[config.mk]
export PLATFORM = sky130hd
export DESIGN_NAME = sampson_inlier_counter
export DESIGN_NICKNAME = d
export VERILOG_FILES = /design/src/rtl/sic_pkg.sv /design/src/rtl/sic_front.sv /design/src/rtl/sic_engine.sv /design/src/rtl/sampson_inlier_counter.sv
export SDC_FILE = /design/constraint.sdc
export NUM_CORES = 2
export LEC_CHECK = 0
export BUFFER_PORTS_ARGS = -buffer_cell sky130_fd_sc_hd__buf_2
export CAP_MARGIN = 30
export CORE_ASPECT_RATIO = 0.7
export CORE_MARGIN = 2
export CORE_UTILIZATION = 30
export DETAILED_ROUTE_END_ITERATION = 10
export PLACE_DENSITY = 0.46
export SLEW_MARGIN = 15
export SYNTH_ARGS = -nofsm -noshare
export SYNTH_HDL_FRONTEND = slang
export SYNTH_SLANG_ARGS = --single-unit
[constraint.sdc]
create_clock -name clk -period 9 [get_ports clk]
set_input_delay 1.8 -clock clk [delete_from_list [all_inputs] [get_ports clk]]
set_output_delay 1.8 -clock clk [all_outputs]
set_load 0.01 [all_outputs]
[src/rtl/sic_pkg.sv]
// ----------------------------------------------------------------------------
// sic_pkg
// shared types, widths and register codes of the sampson inlier counter
// ----------------------------------------------------------------------------
package sic_pkg;

    // set size and running count
    localparam int MAX_PAIRS = 4096;
    localparam int CNT_W     = $clog2(MAX_PAIRS + 1);

    // field widths
    localparam int PT_W    = 16;
    localparam int COEF_W  = 21;
    localparam int ROW_W   = 3 * COEF_W;
    localparam int LIMIT_W = 32;
    localparam logic [LIMIT_W-1:0] LIMIT_RESET = LIMIT_W'(65536);

    // configuration register codes
    localparam int CFG_IDX_W = 2;
    localparam logic [CFG_IDX_W-1:0] REG_F_ROW_ONE    = 2'd0;
    localparam logic [CFG_IDX_W-1:0] REG_F_ROW_TWO    = 2'd1;
    localparam logic [CFG_IDX_W-1:0] REG_F_ROW_THREE  = 2'd2;
    localparam logic [CFG_IDX_W-1:0] REG_INLIER_LIMIT = 2'd3;

    // request queue between front and back
    localparam int QDEPTH = 4;
    localparam int QPTR_W = $clog2(QDEPTH);
    localparam int QCNT_W = $clog2(QDEPTH + 1);

    // datapath widths
    localparam int MUL_W    = 32;
    localparam int PROD_W   = 2 * MUL_W;
    localparam int L_MAG_W  = 37;   // |epipolar line component| <= 3 * 2^35
    localparam int S_MAG_W  = 54;   // |algebraic error| <= 9 * 2^50
    localparam int NUM_W    = 108;  // s^2
    localparam int DEN_W    = 76;   // sum of four squared line parts
    localparam int LIM_W    = 108;  // threshold * den
    localparam int ACC_W    = 109;  // signed accumulator
    localparam int THR_FRAC = 16;   // threshold is Q16.16
    localparam int CMP_W    = NUM_W + THR_FRAC;

    localparam logic [1:0] GAP_LAST = 2'd2;

    typedef struct packed {
        logic signed [PT_W-1:0] first_x;
        logic signed [PT_W-1:0] first_y;
        logic signed [PT_W-1:0] first_w;
        logic signed [PT_W-1:0] second_x;
        logic signed [PT_W-1:0] second_y;
        logic signed [PT_W-1:0] second_w;
        logic                   last_pair;
    } pair_t;

    typedef struct packed {
        logic             is_inlier;
        logic [CNT_W-1:0] inlier_total;
        logic             set_done;
    } result_t;

    // queued request in sign / magnitude form
    typedef struct packed {
        logic [2:0][PT_W-1:0] p1_mag;
        logic [2:0]           p1_neg;
        logic [2:0][PT_W-1:0] p2_mag;
        logic [2:0]           p2_neg;
        logic                 last;
    } entry_t;

    // verdict handed from back end to output stage
    typedef struct packed {
        logic is_inlier;
        logic last;
    } verdict_t;

    typedef enum logic [1:0] {
        E_IDLE,
        E_RUN,
        E_GAP,
        E_DECIDE
    } eng_state_t;

    typedef enum logic [2:0] {
        PH_L1,
        PH_L2,
        PH_S,
        PH_NUM,
        PH_DEN,
        PH_LIM
    } phase_t;

    // control word traveling with one multiply step
    typedef struct packed {
        logic       valid;
        logic       neg;
        logic [1:0] shift;
        logic       first;
        logic       last;
        phase_t     phase;
        logic [1:0] idx;
    } ctl_t;

endpackage

[src/rtl/sic_front.sv]
// ----------------------------------------------------------------------------
// sic_front
// accepts point pairs, splits coordinates into sign and magnitude, queues them
// ----------------------------------------------------------------------------
module sic_front import sic_pkg::*;
(
    input  logic   clk,
    input  logic   rst_n,
    input  logic   push,
    output logic   full,
    input  pair_t  item,
    output entry_t head,
    output logic   head_empty,
    input  logic   head_pop
);

    entry_t              slot_reg [QDEPTH];
    logic [QPTR_W-1:0]   wr_ptr_reg, wr_ptr_next;
    logic [QPTR_W-1:0]   rd_ptr_reg, rd_ptr_next;
    logic [QCNT_W-1:0]   count_reg, count_next;
    entry_t              entry_in;
    logic                wr_en;
    logic                rd_en;

    function automatic logic [PT_W-1:0] pt_mag(input logic signed [PT_W-1:0] v);
        // wraps correctly for the most negative value
        pt_mag = v[PT_W-1] ? PT_W'(-v) : PT_W'(v);
    endfunction

    always_comb
    begin
        entry_in.p1_mag[0] = pt_mag(item.first_x);
        entry_in.p1_mag[1] = pt_mag(item.first_y);
        entry_in.p1_mag[2] = pt_mag(item.first_w);
        entry_in.p1_neg    = {item.first_w[PT_W-1], item.first_y[PT_W-1],
                              item.first_x[PT_W-1]};
        entry_in.p2_mag[0] = pt_mag(item.second_x);
        entry_in.p2_mag[1] = pt_mag(item.second_y);
        entry_in.p2_mag[2] = pt_mag(item.second_w);
        entry_in.p2_neg    = {item.second_w[PT_W-1], item.second_y[PT_W-1],
                              item.second_x[PT_W-1]};
        entry_in.last      = item.last_pair;
    end

    assign full       = (count_reg == QCNT_W'(QDEPTH));
    assign head_empty = (count_reg == '0);
    assign wr_en      = push && !full;
    assign rd_en      = head_pop && !head_empty;
    assign head       = slot_reg[rd_ptr_reg];

    always_comb
    begin
        wr_ptr_next = wr_en ? wr_ptr_reg + 1'b1 : wr_ptr_reg;
        rd_ptr_next = rd_en ? rd_ptr_reg + 1'b1 : rd_ptr_reg;
        count_next  = count_reg;
        if (wr_en && !rd_en)
        begin
            count_next = count_reg + 1'b1;
        end
        else if (rd_en && !wr_en)
        begin
            count_next = count_reg - 1'b1;
        end
    end

    always_ff @(posedge clk or negedge rst_n)
    begin
        if (!rst_n)
        begin
            wr_ptr_reg <= '0;
            rd_ptr_reg <= '0;
            count_reg  <= '0;
        end
        else
        begin
            wr_ptr_reg <= wr_ptr_next;
            rd_ptr_reg <= rd_ptr_next;
            count_reg  <= count_next;
        end
    end

    always_ff @(posedge clk)
    begin
        if (wr_en)
        begin
            slot_reg[wr_ptr_reg] <= entry_in;
        end
    end

`ifndef SYNTH
    a_count_bound: assert property (@(posedge clk) disable iff (!rst_n)
        count_reg <= QCNT_W'(QDEPTH))
        else $error("request queue count beyond depth");
`endif

endmodule

[src/rtl/sic_engine.sv]
// ----------------------------------------------------------------------------
// sic_engine
// scores one queued pair with a shared 32x32 multiplier and wide accumulator
// ----------------------------------------------------------------------------
module sic_engine import sic_pkg::*;
(
    input  logic               clk,
    input  logic               rst_n,
    input  entry_t             head,
    input  logic               head_empty,
    output logic               head_pop,
    input  logic [ROW_W-1:0]   f_row_one,
    input  logic [ROW_W-1:0]   f_row_two,
    input  logic [ROW_W-1:0]   f_row_three,
    input  logic [LIMIT_W-1:0] inlier_limit,
    output verdict_t           verdict,
    output logic               res_valid,
    input  logic               res_ready
);

    eng_state_t state_reg, state_next;
    phase_t     phase_reg, phase_next;
    logic [1:0] u_reg, u_next;
    logic [1:0] v_reg, v_next;
    logic [1:0] gap_reg, gap_next;
    logic [1:0] u_last, v_last;
    logic       issue;
    logic       decide_now;

    entry_t     item_reg;

    // operand selection
    logic [2:0][ROW_W-1:0] rows;
    logic [1:0]            coef_r, coef_c;
    logic [COEF_W-1:0]     coef;
    logic [COEF_W-1:0]     coef_mag;
    logic                  coef_neg;
    logic [L_MAG_W-1:0]    den_line;
    logic [MUL_W-1:0]      a_sel, b_sel;
    ctl_t                  ctl_sel;

    // multiply pipeline
    logic [MUL_W-1:0]  a_reg, b_reg;
    ctl_t              ctl1_reg, ctl2_reg, ctl3_reg;
    logic [PROD_W-1:0] prod_reg;
    logic [ACC_W-1:0]  acc_reg, acc_next;
    logic [ACC_W-1:0]  addend, base;
    logic [ACC_W-1:0]  acc_abs;

    // intermediate results
    logic [L_MAG_W-1:0] l1_mag_reg [3];
    logic [2:0]         l1_neg_reg;
    logic [L_MAG_W-1:0] l2_mag_reg [2];
    logic [S_MAG_W-1:0] s_mag_reg;
    logic [NUM_W-1:0]   num_reg;
    logic [DEN_W-1:0]   den_reg;
    logic               inl_reg;
    logic [CMP_W-1:0]   num_scaled, lim_ext;

    function automatic logic [MUL_W-1:0] l_chunk(input logic [L_MAG_W-1:0] m, input logic h);
        l_chunk = h ? MUL_W'(m[L_MAG_W-1:MUL_W]) : m[MUL_W-1:0];
    endfunction

    function automatic logic [MUL_W-1:0] s_chunk(input logic [S_MAG_W-1:0] m, input logic h);
        s_chunk = h ? MUL_W'(m[S_MAG_W-1:MUL_W]) : m[MUL_W-1:0];
    endfunction

    function automatic logic [MUL_W-1:0] d_chunk(input logic [DEN_W-1:0] m, input logic [1:0] h);
        logic [MUL_W-1:0] r;
        unique case (h)
            2'd0:    r = m[MUL_W-1:0];
            2'd1:    r = m[2*MUL_W-1:MUL_W];
            default: r = MUL_W'(m[DEN_W-1:2*MUL_W]);
        endcase
        return r;
    endfunction

    function automatic phase_t phase_after(input phase_t p);
        phase_t r;
        unique case (p)
            PH_L1:   r = PH_L2;
            PH_L2:   r = PH_S;
            PH_S:    r = PH_NUM;
            PH_NUM:  r = PH_DEN;
            PH_DEN:  r = PH_LIM;
            default: r = PH_LIM;
        endcase
        return r;
    endfunction

    // loop bounds of each phase: outer u, inner v
    always_comb
    begin
        unique case (phase_reg)
            PH_L1:   begin u_last = 2'd2; v_last = 2'd2; end
            PH_L2:   begin u_last = 2'd1; v_last = 2'd2; end
            PH_S:    begin u_last = 2'd2; v_last = 2'd1; end
            PH_NUM:  begin u_last = 2'd1; v_last = 2'd1; end
            PH_DEN:  begin u_last = 2'd3; v_last = 2'd3; end
            PH_LIM:  begin u_last = 2'd0; v_last = 2'd2; end
            default: begin u_last = 2'd0; v_last = 2'd0; end
        endcase
    end

    // next state
    always_comb
    begin
        state_next = state_reg;
        phase_next = phase_reg;
        u_next     = u_reg;
        v_next     = v_reg;
        gap_next   = gap_reg;
        unique case (state_reg)
            E_IDLE:
            begin
                if (!head_empty)
                begin
                    state_next = E_RUN;
                    phase_next = PH_L1;
                    u_next     = '0;
                    v_next     = '0;
                end
            end
            E_RUN:
            begin
                if (v_reg == v_last)
                begin
                    v_next = '0;
                    if (u_reg == u_last)
                    begin
                        u_next     = '0;
                        gap_next   = '0;
                        state_next = E_GAP;
                    end
                    else
                    begin
                        u_next = u_reg + 1'b1;
                    end
                end
                else
                begin
                    v_next = v_reg + 1'b1;
                end
            end
            E_GAP:
            begin
                // lets the last step of a phase reach its result register
                if (gap_reg == GAP_LAST)
                begin
                    if (phase_reg == PH_LIM)
                    begin
                        state_next = E_DECIDE;
                    end
                    else
                    begin
                        phase_next = phase_after(phase_reg);
                        state_next = E_RUN;
                    end
                end
                else
                begin
                    gap_next = gap_reg + 1'b1;
                end
            end
            E_DECIDE:
            begin
                if (res_ready)
                begin
                    state_next = E_IDLE;
                end
            end
            default: state_next = E_IDLE;
        endcase
    end

    // state outputs
    always_comb
    begin
        head_pop   = 1'b0;
        issue      = 1'b0;
        res_valid  = 1'b0;
        decide_now = 1'b0;
        unique case (state_reg)
            E_IDLE:   head_pop   = !head_empty;
            E_RUN:    issue      = 1'b1;
            E_GAP:    decide_now = (gap_reg == GAP_LAST) && (phase_reg == PH_LIM);
            E_DECIDE: res_valid  = 1'b1;
            default:  issue      = 1'b0;
        endcase
    end

    assign verdict.is_inlier = inl_reg;
    assign verdict.last      = item_reg.last;

    // matrix coefficient, transposed for the second line
    assign rows     = {f_row_three, f_row_two, f_row_one};
    assign coef_r   = (phase_reg == PH_L2) ? v_reg : u_reg;
    assign coef_c   = (phase_reg == PH_L2) ? u_reg : v_reg;
    assign coef     = rows[coef_r][COEF_W*coef_c +: COEF_W];
    assign coef_neg = coef[COEF_W-1];
    assign coef_mag = coef_neg ? COEF_W'(-coef) : coef;
    assign den_line = u_reg[1] ? l2_mag_reg[u_reg[0]] : l1_mag_reg[{1'b0, u_reg[0]}];

    always_comb
    begin
        a_sel         = '0;
        b_sel         = '0;
        ctl_sel.valid = issue;
        ctl_sel.neg   = 1'b0;
        ctl_sel.shift = '0;
        ctl_sel.phase = phase_reg;
        ctl_sel.idx   = u_reg;
        ctl_sel.first = (u_reg == '0) && (v_reg == '0);
        ctl_sel.last  = (u_reg == u_last) && (v_reg == v_last);
        unique case (phase_reg)
            PH_L1:
            begin
                // one line component per outer step
                a_sel         = MUL_W'(coef_mag);
                b_sel         = MUL_W'(item_reg.p1_mag[v_reg]);
                ctl_sel.neg   = coef_neg ^ item_reg.p1_neg[v_reg];
                ctl_sel.first = (v_reg == '0);
                ctl_sel.last  = (v_reg == v_last);
            end
            PH_L2:
            begin
                a_sel         = MUL_W'(coef_mag);
                b_sel         = MUL_W'(item_reg.p2_mag[v_reg]);
                ctl_sel.neg   = coef_neg ^ item_reg.p2_neg[v_reg];
                ctl_sel.first = (v_reg == '0);
                ctl_sel.last  = (v_reg == v_last);
            end
            PH_S:
            begin
                a_sel         = l_chunk(l1_mag_reg[u_reg], v_reg[0]);
                b_sel         = MUL_W'(item_reg.p2_mag[u_reg]);
                ctl_sel.neg   = l1_neg_reg[u_reg] ^ item_reg.p2_neg[u_reg];
                ctl_sel.shift = v_reg;
            end
            PH_NUM:
            begin
                a_sel         = s_chunk(s_mag_reg, u_reg[0]);
                b_sel         = s_chunk(s_mag_reg, v_reg[0]);
                ctl_sel.shift = {1'b0, u_reg[0]} + {1'b0, v_reg[0]};
            end
            PH_DEN:
            begin
                a_sel         = l_chunk(den_line, v_reg[1]);
                b_sel         = l_chunk(den_line, v_reg[0]);
                ctl_sel.shift = {1'b0, v_reg[1]} + {1'b0, v_reg[0]};
            end
            PH_LIM:
            begin
                a_sel         = inlier_limit;
                b_sel         = d_chunk(den_reg, v_reg);
                ctl_sel.shift = v_reg;
            end
            default:
            begin
                a_sel = '0;
            end
        endcase
    end

    // accumulate stage
    always_comb
    begin
        unique case (ctl2_reg.shift)
            2'd0:    addend = ACC_W'(prod_reg);
            2'd1:    addend = ACC_W'(prod_reg) << MUL_W;
            default: addend = ACC_W'(prod_reg) << (2 * MUL_W);
        endcase
        base     = ctl2_reg.first ? '0 : acc_reg;
        acc_next = ctl2_reg.neg ? base - addend : base + addend;
    end

    assign acc_abs    = acc_reg[ACC_W-1] ? -acc_reg : acc_reg;
    assign num_scaled = {num_reg, {THR_FRAC{1'b0}}};
    assign lim_ext    = CMP_W'(acc_reg[LIM_W-1:0]);

    always_ff @(posedge clk or negedge rst_n)
    begin
        if (!rst_n)
        begin
            state_reg <= E_IDLE;
            phase_reg <= PH_L1;
            u_reg     <= '0;
            v_reg     <= '0;
            gap_reg   <= '0;
            ctl1_reg  <= '0;
            ctl2_reg  <= '0;
            ctl3_reg  <= '0;
        end
        else
        begin
            state_reg <= state_next;
            phase_reg <= phase_next;
            u_reg     <= u_next;
            v_reg     <= v_next;
            gap_reg   <= gap_next;
            ctl1_reg  <= ctl_sel;
            ctl2_reg  <= ctl1_reg;
            ctl3_reg  <= ctl2_reg;
        end
    end

    always_ff @(posedge clk)
    begin
        if (head_pop)
        begin
            item_reg <= head;
        end
        a_reg    <= a_sel;
        b_reg    <= b_sel;
        prod_reg <= a_reg * b_reg;
        if (ctl2_reg.valid)
        begin
            acc_reg <= acc_next;
        end
        if (ctl3_reg.valid && ctl3_reg.last)
        begin
            unique case (ctl3_reg.phase)
                PH_L1:
                begin
                    l1_mag_reg[ctl3_reg.idx] <= acc_abs[L_MAG_W-1:0];
                    l1_neg_reg[ctl3_reg.idx] <= acc_reg[ACC_W-1];
                end
                PH_L2:   l2_mag_reg[ctl3_reg.idx[0]] <= acc_abs[L_MAG_W-1:0];
                PH_S:    s_mag_reg <= acc_abs[S_MAG_W-1:0];
                PH_NUM:  num_reg   <= acc_reg[NUM_W-1:0];
                PH_DEN:  den_reg   <= acc_reg[DEN_W-1:0];
                default: ;
            endcase
        end
        if (decide_now)
        begin
            // zero denominator never counts
            inl_reg <= (den_reg != '0) && (num_scaled < lim_ext);
        end
    end

`ifndef SYNTH
    a_pop_nonempty: assert property (@(posedge clk) disable iff (!rst_n)
        head_pop |-> !head_empty)
        else $error("pop from empty request queue");

    a_loop_bounds: assert property (@(posedge clk) disable iff (!rst_n)
        (state_reg == E_RUN) |-> ((u_reg <= u_last) && (v_reg <= v_last)))
        else $error("step counters outside phase bounds");

    a_drained: assert property (@(posedge clk) disable iff (!rst_n)
        (state_reg == E_DECIDE) |-> (!ctl1_reg.valid && !ctl2_reg.valid && !ctl3_reg.valid))
        else $error("verdict issued before multiply pipeline drained");
`endif

endmodule

[src/rtl/sampson_inlier_counter.sv]
// ----------------------------------------------------------------------------
// sampson_inlier_counter
// sampson distance inlier test of point pairs against a loaded fundamental
// matrix, with a running per-set inlier count
// ----------------------------------------------------------------------------
// a request waits in the front queue until the back end takes it, and its result
// is registered in the output slot; the back end takes no new request until then:
//   it runs 44 multiply steps plus phase gaps on one shared 32x32 multiplier
// up to 4 requests queue in front while the back end works or a result waits
// reset: rst_n clears the queue, sequencer, output and inlier count at once;
//   matrix rows reset to zero and the threshold to 1.0
module sampson_inlier_counter import sic_pkg::*;
(
    input  logic                 clk,
    input  logic                 rst_n,
    // request side
    input  logic                 push,
    output logic                 full,
    input  pair_t                item,
    // result side
    output logic                 empty,
    input  logic                 pop,
    output result_t              result,
    // configuration writes
    input  logic                 cfg_valid,
    output logic                 cfg_ready,
    input  logic [CFG_IDX_W-1:0] cfg_index,
    input  logic [ROW_W-1:0]     cfg_data
);

    // configuration registers
    logic [ROW_W-1:0]   f_row_one_reg;
    logic [ROW_W-1:0]   f_row_two_reg;
    logic [ROW_W-1:0]   f_row_three_reg;
    logic [LIMIT_W-1:0] inlier_limit_reg;
    logic               cfg_fire;

    // front to back
    entry_t   head;
    logic     head_empty;
    logic     head_pop;

    // back to output stage
    verdict_t verdict;
    logic     res_valid;
    logic     res_ready;
    logic     res_fire;

    // running count and output register
    logic [CNT_W-1:0] count_reg, count_next;
    logic [CNT_W-1:0] total;
    logic             count_inc;
    result_t          out_reg;
    logic             out_valid_reg, out_valid_next;

    // config is always writable; writes only come while the block is idle (the user's rule, not enforced here)
    assign cfg_ready = 1'b1;
    assign cfg_fire  = cfg_valid && cfg_ready;

    always_ff @(posedge clk or negedge rst_n)
    begin
        if (!rst_n)
        begin
            f_row_one_reg    <= '0;
            f_row_two_reg    <= '0;
            f_row_three_reg  <= '0;
            inlier_limit_reg <= LIMIT_RESET;
        end
        else if (cfg_fire)
        begin
            unique case (cfg_index)
                REG_F_ROW_ONE:    f_row_one_reg    <= cfg_data;
                REG_F_ROW_TWO:    f_row_two_reg    <= cfg_data;
                REG_F_ROW_THREE:  f_row_three_reg  <= cfg_data;
                REG_INLIER_LIMIT: inlier_limit_reg <= cfg_data[LIMIT_W-1:0];
            endcase
        end
    end

    // front end: request capture and sign / magnitude split
    sic_front u_front (
        .clk        (clk),
        .rst_n      (rst_n),
        .push       (push),
        .full       (full),
        .item       (item),
        .head       (head),
        .head_empty (head_empty),
        .head_pop   (head_pop)
    );

    // back end: lines, algebraic error, squares, threshold product and inlier decision
    sic_engine u_engine (
        .clk          (clk),
        .rst_n        (rst_n),
        .head         (head),
        .head_empty   (head_empty),
        .head_pop     (head_pop),
        .f_row_one    (f_row_one_reg),
        .f_row_two    (f_row_two_reg),
        .f_row_three  (f_row_three_reg),
        .inlier_limit (inlier_limit_reg),
        .verdict      (verdict),
        .res_valid    (res_valid),
        .res_ready    (res_ready)
    );

    // output slot frees when empty or being popped this cycle
    assign res_ready = !out_valid_reg || pop;
    assign res_fire  = res_valid && res_ready;

    // saturating count, cleared after the last pair of a set
    assign count_inc = verdict.is_inlier && (count_reg < CNT_W'(MAX_PAIRS));
    assign total     = count_reg + CNT_W'(count_inc);

    always_comb
    begin
        count_next     = count_reg;
        out_valid_next = out_valid_reg;
        if (res_fire)
        begin
            count_next     = verdict.last ? '0 : total;
            out_valid_next = 1'b1;
        end
        else if (pop && out_valid_reg)
        begin
            out_valid_next = 1'b0;
        end
    end

    always_ff @(posedge clk or negedge rst_n)
    begin
        if (!rst_n)
        begin
            count_reg     <= '0;
            out_valid_reg <= 1'b0;
        end
        else
        begin
            count_reg     <= count_next;
            out_valid_reg <= out_valid_next;
        end
    end

    always_ff @(posedge clk)
    begin
        if (res_fire)
        begin
            out_reg.is_inlier    <= verdict.is_inlier;
            out_reg.inlier_total <= total;
            out_reg.set_done     <= verdict.last;
        end
    end

    assign empty  = !out_valid_reg;
    assign result = out_reg;

`ifndef SYNTH
    a_count_sat: assert property (@(posedge clk) disable iff (!rst_n)
        count_reg <= CNT_W'(MAX_PAIRS))
        else $error("inlier count above saturation limit");

    a_set_clear: assert property (@(posedge clk) disable iff (!rst_n)
        (res_fire && verdict.last) |=> (count_reg == '0))
        else $error("inlier count not cleared after last pair");
`endif

endmodule

==> flow_summary.json <==
{
  "drtIter0Drc": 8465,
  "fin_crit_sh_pct": 94.5,
  "hold_violations": 0,
  "routed_wl_um": 381000,
  "cts.clk_slew.worst_paths_ps": 60,
  "worstSetupStartpointType": "register",
  "largest_register_ffs": 412,
  "synth_nets": 11100,
  "num_vias": 75900,
  "synth_warnings": 0,
  "num_rows": 182,
  "place_inst": 14200,
  "port_buffers": 183,
  "async_flop_share_pct": 19.1,
  "fp.dieW_um": 713,
  "areaGrowthSynthToFinish_pct": 11.9,
  "setup_viol": 0,
  "wl_per_cell_um": 26.3,
  "fin_skew_ps": 79.0,
  "rsz0062_at_grt": "no",
  "first_pass_iters": 7,
  "syn_area_um2": 106000,
  "dp_hpwl_um": 296000,
  "synth-main-ff-cell": "edfxtp_1",
  "htreeDepth": 4,
  "drv_slew": 0,
  "synth_cell_type_count": 97,
  "cts.hold.buffers_added": 0,
  "setup.worst_path.end": "u_engine.prod_reg[63]$_DFF_P_",
  "synth_top_cell_by_area": "edfxtp_1",
  "r2r_start": "u_engine.a_reg[5]$_SDFF_PN0_",
  "clk_latency_ps": 850,
  "cpMostUsedCell": "fa_1",
  "nets": 11200,
  "die_h_um": 500,
  "cp.arrival_ps": 9150,
  "ys_seq_elements": 1476,
  "synth-edff-count": 1066,
  "netlist_instances": 9550,
  "layout_common_cells": "inv_1 (1101), edfxtp_1 (1066), fa_1 (898)",
  "r2r_slack_ps": 490,
  "outcome": "finished, final reports clean",
  "max_cap_violations": 0,
  "grt_overflow": 0,
  "cts_setup_buffers": 0,
  "numCtsBuffers": 162,
  "max_freq_mhz": 118,
  "cts.sinks": 1476,
  "grtUsageTotal_pct": 21.1,
  "cp-end-kind": "register",
  "antenna_found_initial": 43,
  "cts_root_buffer": "clkbuf_16",
  "regToRegEndpoint": "u_engine.prod_reg[63]$_DFF_P_",
  "critPathMaxStageDelay_ps": 590,
  "worstRegToRegCells": 32,
  "fin_tns_setup_ps": 0,
  "pin_count": 185,
  "dieArea_um2": 357000,
  "yosysSeqAreaShare_pct": 39.4,
  "path_class": "reg2reg",
  "drc": 0,
  "core_region_area_um2": 351000,
  "critPathSlowestCell": "dfxtp_1",
  "final_cells": 14500,
  "max_slew_margin_pct": 30.0,
  "grt_pass1_vias": 75600,
  "final_common_cell": "inv_1",
  "crit_start": "u_engine.a_reg[5]$_SDFF_PN0_",
  "period_minus_slack_ps": 8510,
  "hold_path_class": "reg2reg",
  "ant_nets": 0,
  "postSynthAreaPerCell_um2": 11.1,
  "synth.top_cell.area_share_pct": 30.3,
  "start_util_pct": 30.1,
  "synth_area_leaders": "edfxtp_1 (30%), fa_1 (17%), dfrtp_1 (6.7%)",
  "grt_pass1_wl_um": 553000,
  "worst-path-max-fanout": 11,
  "worstMarginPinSlew_ps": 1050,
  "grt_max_degree": 127,
  "cts.path.max_buffers": 4,
  "place.gp.congestion": 0.922,
  "layout-drive-gt1-share_pct": 12.1,
  "cts_resized": 0,
  "vias_per_cell": 5.24,
  "cts_tree": "built",
  "num-fill-cells": 35300,
  "required_ps": 9650
}
-- how the worst min path moves through the flow --
stage          slack (ps)                      startpoint                             end  cells past startpoint
3_3_place_gp          330  u_engine.ctl1_reg[0]$_DFF_PN0_  u_engine.ctl2_reg[0]$_DFF_PN0_                      0
2_1_floorplan         330  u_engine.ctl1_reg[0]$_DFF_PN0_  u_engine.ctl2_reg[0]$_DFF_PN0_                      0
4_1_cts               320  u_engine.ctl1_reg[9]$_DFF_PN0_  u_engine.ctl2_reg[9]$_DFF_PN0_                      0
3_5_place_dp          330  u_engine.ctl1_reg[1]$_DFF_PN0_  u_engine.ctl2_reg[1]$_DFF_PN0_                      0
6_report              330  u_engine.ctl1_reg[9]$_DFF_PN0_  u_engine.ctl2_reg[9]$_DFF_PN0_                      0
5_1_grt               330  u_engine.ctl1_reg[9]$_DFF_PN0_  u_engine.ctl2_reg[9]$_DFF_PN0_                      0
-- cell type report --
| cell class | instances | area [um2] | share of cell area, % |
|---|---|---|---|
| antenna | 11 | 27.5 | 0.0233 |
| clock buffer | 218 | 4520 | 3.82 |
| clock inverter | 68 | 654 | 0.554 |
| inverter | 1105 | 4150 | 3.51 |
| multi-input combinational | 6432 | 58000 | 49.1 |
| sequential | 1476 | 41700 | 35.3 |
| tap | 4692 | 5870 | 4.97 |
| timing repair buffer | 472 | 3270 | 2.77 |
-- worst max-delay path, delay by kind of cell, from the launching register on --
kind / cells / cell delay (ps)
flip-flops: 1 / 590
buffers and inverters: 11 / 1380
adder cells (fa/ha/maj): 9 / 4260
AND/OR/NAND/NOR: 3 / 280
AO/OA/AOI/OAI: 8 / 1680
XOR/XNOR: 1 / 140
-- per-stage QoR --
| step | util, % | worst slack, ps | area, um2 | hold WS, ps |
|---|---|---|---|---|
| CTS | 33.6 | 344 | 118000 | 321 |
| global placement | 32.1 | 452 | 113000 | 333 |
| global route | 33.7 | 42.7 | 118000 | 330 |
| floorplan | - | 1580 | 106000 | 331 |
| finish | 33.7 | 492 | 118000 | 330 |
| detailed placement | 32.2 | 419 | 113000 | 335 |
-- synth_stat cells, types with 104 or more instances --
cell type	number
nand4_1	104
edfxtp_1	1066
o21ai_0	330
and2_1	619
a21oi_1	426
ha_1	484
a21o_1	125
dfxtp_1	128
inv_1	1103
xor2_1	156
fa_1	898
clkbuf_1	470
nand2_1	869
mux2_2	240
dfrtp_1	281
xnor2_1	263
mux4_2	148
nor2_1	476
mux2i_1	162
-- layer usage --
| metal | part of all wire, % | vias up | global-route usage (%) | wire length, um |
|---|---|---|---|---|
| met3 | 9.0 | 357 | 4.50 | 34300 |
| met1 | 51 | 39600 | 34.7 | 195000 |
| met2 | 38 | 2972 | 27.6 | 145000 |
| li1 | - | 33000 | - | - |
| met4 | 1.8 | 18 | 3.84 | 6860 |
| met5 | 0.029 | - | 0 | 110 |
-- logic make-up after synthesis --
group / Yosys count / synth area share [%]
AOI/OAI and AO/OA: 1515 / 9.28
xor gates and xnor gates: 419 / 3.48
adders and majority gates: 1382 / 22.8
buffers and inverters: 1642 / 5.85
DFF: 1476 / 39.4
muxes: 550 / 7.25
other: 1 / 0.00355
and+or+nand+nor: 2565 / 12.0
Power is left out: the tool's default activity adds up to more than one toggle a clock period on the data nets, which glitch-free logic cannot reach.
